**src/rtl/dsjq_pkg.sv**
```systemverilog
// Shared widths, opcodes and queue entry type for the deadline-sorted job queue.
package dsjq_pkg;

    localparam int JOB_ID_W     = 4;
    localparam int DL_W         = 32;
    localparam int OP_W         = 2;
    localparam int COUNT_OUT_W  = 5;
    localparam int NUM_IDS      = 2 ** JOB_ID_W;
    localparam int MAX_JOBS_DEF = 16;

    localparam int S_FIELDS_W = JOB_ID_W + 2 * DL_W;
    localparam int S_TDATA_W  = ((S_FIELDS_W + 7) / 8) * 8;
    localparam int M_FIELDS_W = 1 + JOB_ID_W + DL_W + COUNT_OUT_W;
    localparam int M_TDATA_W  = ((M_FIELDS_W + 7) / 8) * 8;

    localparam logic [OP_W-1:0] OP_SCHEDULE = 2'd0;
    localparam logic [OP_W-1:0] OP_CANCEL   = 2'd1;
    localparam logic [OP_W-1:0] OP_TICK     = 2'd2;

    typedef struct packed {
        logic [JOB_ID_W-1:0] id;
        logic [DL_W-1:0]     dl;
    } job_entry_t;

endpackage

```
**src/rtl/deadline_sorted_job_queue.sv**
```systemverilog
// Deadline-sorted job queue: one sequencer walking a sorted list with a shared subtractor.
//
// Requests arrive on the s_ stream: s_tuser carries the opcode (schedule, cancel, tick) and
// s_tdata carries job_id, deadline and now. Each request produces exactly one result
// transaction on the m_ stream with fired, fired_job, wait_ticks and queue_count.
// The queue is a list of up to min(MAX_JOBS, 16) entries kept in deadline order; equal
// deadlines keep their arrival order. A single 33-bit subtractor serves every deadline
// compare and the final wait_ticks difference, stepped by a small state machine.
// A tick goes through ST_TICK. A cancel of a queued job walks the list in ST_FIND to remove it;
// a schedule does the same for a queued job and then walks the list in ST_INSERT to find the
// new place, one entry per cycle. Every request ends in ST_RESULT. s_tready is high only while
// the sequencer is idle, so one request is in work at a time and the next transaction is
// accepted at the earliest in the cycle after the result is loaded.
// The result sits in an output register; the sequencer may accept the next request while
// that result waits, and holds its own result until the receiver has taken the earlier one.
// Reset (aresetn low, synchronous) empties the queue and drops any pending result; the
// block is ready in the first cycle after reset is released.
module deadline_sorted_job_queue #(
    parameter int MAX_JOBS = dsjq_pkg::MAX_JOBS_DEF
) (
    input  logic                            aclk,
    input  logic                            aresetn,
    input  logic                            s_tvalid,
    output logic                            s_tready,
    // job_id [3:0], deadline [35:4], now [67:36], zero fill above
    input  logic [dsjq_pkg::S_TDATA_W-1:0]  s_tdata,
    // opcode [1:0]
    input  logic [dsjq_pkg::OP_W-1:0]       s_tuser,
    output logic                            m_tvalid,
    input  logic                            m_tready,
    // fired [0], fired_job [4:1], wait_ticks [36:5], queue_count [41:37], zero fill above
    output logic [dsjq_pkg::M_TDATA_W-1:0]  m_tdata
);
    import dsjq_pkg::*;

    localparam int QDEPTH = (MAX_JOBS < NUM_IDS) ? MAX_JOBS : NUM_IDS;
    localparam int IDX_W  = $clog2(QDEPTH);
    localparam int CNT_W  = $clog2(QDEPTH + 1);
    localparam int PAD_W  = M_TDATA_W - M_FIELDS_W;

    typedef enum logic [2:0] {
        ST_IDLE,
        ST_FIND,
        ST_INSERT,
        ST_TICK,
        ST_RESULT
    } state_t;

    state_t                state_reg;
    logic [OP_W-1:0]       op_reg;
    logic [JOB_ID_W-1:0]   id_reg;
    logic [DL_W-1:0]       when_reg;
    logic [DL_W-1:0]       now_reg;
    logic [IDX_W-1:0]      pos_reg;
    logic [CNT_W-1:0]      count_reg;
    logic [QDEPTH-1:0]     queued_reg;
    job_entry_t            list_reg [QDEPTH];
    logic                  fired_reg;
    logic [JOB_ID_W-1:0]   fired_job_reg;
    logic                  m_tvalid_reg;
    logic [M_TDATA_W-1:0]  m_tdata_reg;

    logic                  id_ok;
    logic [IDX_W-1:0]      id_idx;
    logic [IDX_W-1:0]      head_idx;
    logic [CNT_W-1:0]      pos_ext;
    logic                  pos_last;
    logic                  cnt_zero;
    job_entry_t            pos_entry;
    job_entry_t            head_entry;
    logic [DL_W-1:0]       unit_a;
    logic [DL_W-1:0]       unit_b;
    logic [DL_W:0]         unit_diff;
    logic                  unit_borrow;
    logic [DL_W-1:0]       wait_val;

    assign s_tready = (state_reg == ST_IDLE);
    assign m_tvalid = m_tvalid_reg;
    assign m_tdata  = m_tdata_reg;

    assign id_ok      = (int'(id_reg) < MAX_JOBS);
    assign id_idx     = id_reg[IDX_W-1:0];
    assign pos_entry  = list_reg[pos_reg];
    assign head_entry = list_reg[0];
    assign head_idx   = head_entry.id[IDX_W-1:0];
    assign pos_ext    = CNT_W'(pos_reg);
    assign pos_last   = (CNT_W'(pos_ext + CNT_W'(1)) >= count_reg);
    assign cnt_zero   = (count_reg == '0);

    // Shared subtractor: the borrow gives the deadline compares, the difference gives wait_ticks.
    always_comb begin
        case (state_reg)
            ST_INSERT: begin
                unit_a = when_reg;
                unit_b = pos_entry.dl;
            end
            ST_TICK: begin
                unit_a = now_reg;
                unit_b = head_entry.dl;
            end
            default: begin
                unit_a = head_entry.dl;
                unit_b = now_reg;
            end
        endcase
    end

    assign unit_diff   = {1'b0, unit_a} - {1'b0, unit_b};
    assign unit_borrow = unit_diff[DL_W];
    assign wait_val    = cnt_zero ? '0 : unit_diff[DL_W-1:0];

    always_ff @(posedge aclk) begin
        if (!aresetn) begin
            state_reg    <= ST_IDLE;
            count_reg    <= '0;
            queued_reg   <= '0;
            m_tvalid_reg <= 1'b0;
        end else begin
            // In ST_RESULT the output register is reloaded below instead.
            if (m_tvalid_reg && m_tready && state_reg != ST_RESULT) begin
                m_tvalid_reg <= 1'b0;
            end
            case (state_reg)
                ST_IDLE: begin
                    if (s_tvalid) begin
                        op_reg        <= s_tuser;
                        id_reg        <= s_tdata[JOB_ID_W-1:0];
                        when_reg      <= s_tdata[JOB_ID_W +: DL_W];
                        now_reg       <= s_tdata[JOB_ID_W + DL_W +: DL_W];
                        fired_reg     <= 1'b0;
                        fired_job_reg <= '0;
                        pos_reg       <= '0;
                        case (s_tuser)
                            OP_SCHEDULE: state_reg <= ST_FIND;
                            OP_CANCEL:   state_reg <= ST_FIND;
                            OP_TICK:     state_reg <= ST_TICK;
                            default:     state_reg <= ST_RESULT;
                        endcase
                    end
                end
                ST_FIND: begin
                    if (!id_ok) begin
                        state_reg <= ST_RESULT;
                    end else if (!queued_reg[id_idx]) begin
                        state_reg <= (op_reg == OP_SCHEDULE) ? ST_INSERT : ST_RESULT;
                    end else if (pos_entry.id == id_reg) begin
                        // Close the gap left by the removed job.
                        for (int i = 0; i < QDEPTH - 1; i++) begin
                            if (IDX_W'(i) >= pos_reg) begin
                                list_reg[i] <= list_reg[i + 1];
                            end
                        end
                        queued_reg[id_idx] <= 1'b0;
                        count_reg          <= count_reg - CNT_W'(1);
                        pos_reg            <= '0;
                        state_reg <= (op_reg == OP_SCHEDULE) ? ST_INSERT : ST_RESULT;
                    end else if (pos_last) begin
                        queued_reg[id_idx] <= 1'b0;
                        pos_reg            <= '0;
                        state_reg <= (op_reg == OP_SCHEDULE) ? ST_INSERT : ST_RESULT;
                    end else begin
                        pos_reg <= pos_reg + IDX_W'(1);
                    end
                end
                ST_INSERT: begin
                    // Stop at the first entry whose deadline is strictly later than the new one.
                    if (pos_ext == count_reg || unit_borrow) begin
                        for (int i = 1; i < QDEPTH; i++) begin
                            if (IDX_W'(i) > pos_reg) begin
                                list_reg[i] <= list_reg[i - 1];
                            end
                        end
                        list_reg[pos_reg]  <= '{id: id_reg, dl: when_reg};
                        queued_reg[id_idx] <= 1'b1;
                        count_reg          <= count_reg + CNT_W'(1);
                        state_reg          <= ST_RESULT;
                    end else begin
                        pos_reg <= pos_reg + IDX_W'(1);
                    end
                end
                ST_TICK: begin
                    if (!cnt_zero && !unit_borrow) begin
                        for (int i = 0; i < QDEPTH - 1; i++) begin
                            list_reg[i] <= list_reg[i + 1];
                        end
                        queued_reg[head_idx] <= 1'b0;
                        count_reg            <= count_reg - CNT_W'(1);
                        fired_reg            <= 1'b1;
                        fired_job_reg        <= head_entry.id;
                    end
                    state_reg <= ST_RESULT;
                end
                ST_RESULT: begin
                    if (!m_tvalid_reg || m_tready) begin
                        m_tvalid_reg <= 1'b1;
                        m_tdata_reg  <= {PAD_W'(0), COUNT_OUT_W'(count_reg), wait_val,
                                         fired_job_reg, fired_reg};
                        state_reg    <= ST_IDLE;
                    end
                end
                default: begin
                    state_reg <= ST_IDLE;
                end
            endcase
        end
    end

`ifndef SYNTHESIS
    a_count_matches_flags: assert property (@(posedge aclk) disable iff (!aresetn)
        $countones(queued_reg) == int'(count_reg))
        else $error("queued flags disagree with entry count");

    a_count_bounded: assert property (@(posedge aclk) disable iff (!aresetn)
        int'(count_reg) <= QDEPTH)
        else $error("entry count exceeds list depth");

    a_head_sorted: assert property (@(posedge aclk) disable iff (!aresetn)
        count_reg > CNT_W'(1) |-> list_reg[0].dl <= list_reg[1].dl)
        else $error("list head is out of deadline order");

    a_head_queued: assert property (@(posedge aclk) disable iff (!aresetn)
        !cnt_zero |-> queued_reg[head_idx])
        else $error("list head is not marked as queued");

    a_empty_wait_zero: assert property (@(posedge aclk) disable iff (!aresetn)
        m_tvalid_reg && m_tdata_reg[M_FIELDS_W-1 -: COUNT_OUT_W] == '0
        |-> m_tdata_reg[1 + JOB_ID_W +: DL_W] == '0)
        else $error("empty queue reported a nonzero wait");
`endif

endmodule
```
**config.mk**
```make
export PLATFORM = sky130hd
export DESIGN_NAME = deadline_sorted_job_queue
export DESIGN_NICKNAME = d
export VERILOG_FILES = /design/src/rtl/dsjq_pkg.sv /design/src/rtl/deadline_sorted_job_queue.sv
export SDC_FILE = /design/constraint.sdc
export NUM_CORES = 2
export LEC_CHECK = 0
export BUFFER_PORTS_ARGS = -buffer_cell sky130_fd_sc_hd__buf_4
export CORE_UTILIZATION = 25
export CTS_CLUSTER_SIZE = 20
export DETAILED_ROUTE_END_ITERATION = 10
export GPL_TIMING_DRIVEN = 0
export PLACE_DENSITY_LB_ADDON = 0.1
export SYNTH_ARGS = -nofsm -noshare
export SYNTH_HDL_FRONTEND = slang
export SYNTH_SLANG_ARGS = --single-unit
```
**constraint.sdc**
```tcl
create_clock -name aclk -period 26.2 [get_ports aclk]
set_input_delay 1.31 -clock aclk [delete_from_list [all_inputs] [get_ports aclk]]
set_output_delay 1.31 -clock aclk [all_outputs]
set_load 0.01 [all_outputs]
```
==> impl_metrics.yaml <==
synth:
  synth_mux_area_share_pct: 24.5
  synthXorXnorAreaFrac_pct: 0.850
  syn_avg_cell_area_sq_um: 11.9
  synthAdderAreaFrac_pct: 1.40
  yosysMostFrequentCell: "edfxtp_1"
  yosysTopAreaCell: "edfxtp_1"
  synth_warnings: 0
  ys_top_cells_by_area: "edfxtp_1 50%, mux2i_1 13%, mux4_2 9.7%, a21oi_1 4.2%, nor2_1 3.4%"
  async_flop_share_pct: 0
  yosys_register_bits: 726
  synth_compound_area_share_pct: 10.9
  synth_top_family_by_area: "multiplexers"
  yosys-top-cells-count: "697 x edfxtp_1, 541 x mux2i_1, 382 x nor2_1"
  synth-edff-count: 697
  synth-simple-area-share_pct: 7.44
  yosysTopAreaCellShare_pct: 49.5
  netlist_area_sq_mm: 0.0422
  synth_flop_cell: "edfxtp_1"
  synth_cell_types: 73
  syn_inst: 3549
  ys_seq_area_share_pct: 50.9
critical_path:
  crit_fanout: 10
  crit_chain: "buf_6 > buf_6 > clkbuf_1 > clkbuf_1 > mux4_2 > mux4_2 > mux2i_1 > o21ai_0 > ha_1 > inv_1 > fa_1 > a211oi_1 > o211ai_1 > a41oi_2 > a2111o_1 > a21oi_2 > nor3_2 > and3_1 > clkbuf_1 > clkbuf_1 > o21ai_0"
  crit_path_frequent_cell: "clkbuf_1"
  timing.rr.end: "list_reg[6][34]"
  critPathArrivalTime_ns: 10.40
  slowest_delay_ns: 1.11
  start_kind: "flop"
  worstSetupEndpointType: "flop"
  path_class: "flop to flop"
  ff2ff_setup_slack_ns: 16.22
  required_ns: 26.62
  critPathSlowestCell: "clkbuf_1"
  r2r_cells: 21
final_layout:
  largest_reg_flops: 576
  layout-drive-gt1-share_pct: 18.5
  syn_to_final_growth_pct: 17.6
  final_util_pct: 29.7
  instances_no_fill: 6092
  nets: 3924
  fill_cells: 17300
floorplan:
  initial_utilization_pct: 25.2
  fp.dieArea_sq_mm: 0.171
  die_y_microns: 413
  coreArea_sq_mm: 0.167
  pin_count: 128
  die_w_microns: 413
  rows: 150
detailed_routing:
  viasPerCell: 5.11
  drc_errors: 0
  drtIter0Drc: 3304
  antenna_left: 0
  wire_per_inst_microns: 30.2
  wl_microns: 184000
  first_pass_iters: 5
  vias: 31100
global_routing:
  antenna_found_initial: 19
  first_global_vias: 30900
  grt_use_total_pct: 21.2
  grt_max_degree: 41
  grt_pass1_wl_microns: 252000
  overflow: 0
sta:
  tns_ns: 0
  fin_skew_ns: 0.0445
  finalCritPeriodShare_pct: 38.1
  hold_violations: 0
  tightest_slew_ns: 1.52
  max_freq_ghz: 0.100
  maxSlewViolCount: 11
  slew_headroom_pct: -1.13
  setup_violations: 0
  min_period_ns: 9.98
  rsz0062_at_grt: "false"
  whs_ns: 0.418
cts:
  h-tree-depth: 3
  cts_made_buffers: 98
  cts_root_buf: "clkbuf_16"
  cts_hold_buf: 0
  clk_pin_slew_ns: 0.06
  cts_buffer_depth: 3
  cts_tree: "built"
  post_cts_buffers: 0
  cts.sinks: 726
  cts-resized-gates: 0
  insertion_delay_ns: 0.74
min_path:
  hold_path.startpoint: "fired_job_reg[3]"
  whs_path_depth: 0
  hold_path_end: "m_tdata[4]"
  hold_path.class: "flop to flop"
job:
  drv_cap: 1
pwr:
  power_leakage_nw: 17.9
  p_per_area_mw_per_mm2: 66.7
  total_power_mw: 3.31
  ir_drop_uv: 43.6
placement:
  globalplace.congestion: 0.826
  dp_hpwl_microns: 137000
  io_buffers: 116
  dp.cells: 5901
run_status:
  status: "complete, but fails checks"
  violations: "capacitance limit, slew limit"
## stage by stage
| stage | cell area (sq um) | worst slack [ns] |
|---|---|---|
| after detailed placement | 46500 | 16.16 |
| after global placement | 45900 | 10.48 |
| after CTS | 49600 | 16.13 |
| final | 49700 | 16.22 |
| after floorplan | 42300 | 17.83 |
| after global routing | 49700 | 15.90 |
## worst max path at each step
stage | slack, ns | to | from | cells after the start
floorplan | 17.83 | list_reg[0][0] | flop | 20
global placement | 10.48 | list_reg[0][15] | state_reg[0] | 20
detailed placement | 16.16 | list_reg[7][16] | flop | 21
CTS | 16.13 | list_reg[7][27] | flop | 21
global route | 15.90 | list_reg[5][27] | flop | 20
finish | 16.22 | list_reg[6][34] | flop | 21
## report_power, final
group	switching (mW)	total [mW]	internal, mW
clock network	0.582	1.35	0.764
registers	0.0229	1.33	1.31
logic	0.400	0.637	0.237
total	1.00	3.31	2.31
## logic make-up (layout without fill, tap and decap cells)
family / count (synthesis) / after routing
xor+xnor: 41 / 41
fa+ha+maj: 46 / 46
simple gates: 769 / 769
compound gates: 805 / 805
other cells: 1 / 8
mux: 796 / 796
buf+inv: 365 / 697
flops: 726 / 726
## metal layers
metal  share of wire [%]  up-vias  GRT usage, %
met5                   0        -             0
met2                  47     1078          34.6
li1                    -    13900             -
met1                  44    15900          29.2
met4                 2.5        0          5.31
met3                 6.4      189          3.48
## critical path, delay by kind of cell (launching register included)
kind	cells	cell delay [ns]
adder cells (fa/ha/maj)	2	0.69
AO/OA/AOI/OAI	7	2.45
flip-flops	1	0.32
AND/OR/NAND/NOR	2	0.95
buffers and inverters	7	4.37
multiplexers	3	0.83
## cell type report
type / instances / area, sq um / area share (%)
Multi-Input combinational cell: 2463 / 19200 / 38.6
Tap cell: 2204 / 2760 / 5.55
Clock inverter: 64 / 499 / 1.00
Sequential cell: 726 / 21500 / 43.3
Inverter: 23 / 86.3 / 0.174
Timing Repair Buffer: 146 / 1440 / 2.89
Buffer: 342 / 1610 / 3.24
Antenna cell: 2 / 5.00 / 0.0101
Clock buffer: 122 / 2610 / 5.24
## placed cells by master, fill, tap and decap left out, types with 29 or more instances in the layout
cell | synthesis | final
mux4_2 | 182 | 182
clkbuf_1 | 177 | 194
clkbuf_2 | 31 | 36
mux2i_1 | 541 | 541
buf_1 | 35 | 29
dfxtp_1 | 29 | 29
ha_1 | 44 | 44
clkbuf_16 | 0 | 102
o21ai_0 | 250 | 244
nand2_1 | 284 | 280
o2bb2ai_1 | 38 | 38
buf_2 | 54 | 58
a22oi_1 | 37 | 37
a21oi_1 | 356 | 356
nor2_1 | 382 | 380
mux2_2 | 73 | 73
buf_4 | 39 | 156
edfxtp_1 | 697 | 697
(Power assumes the default switching activity.)
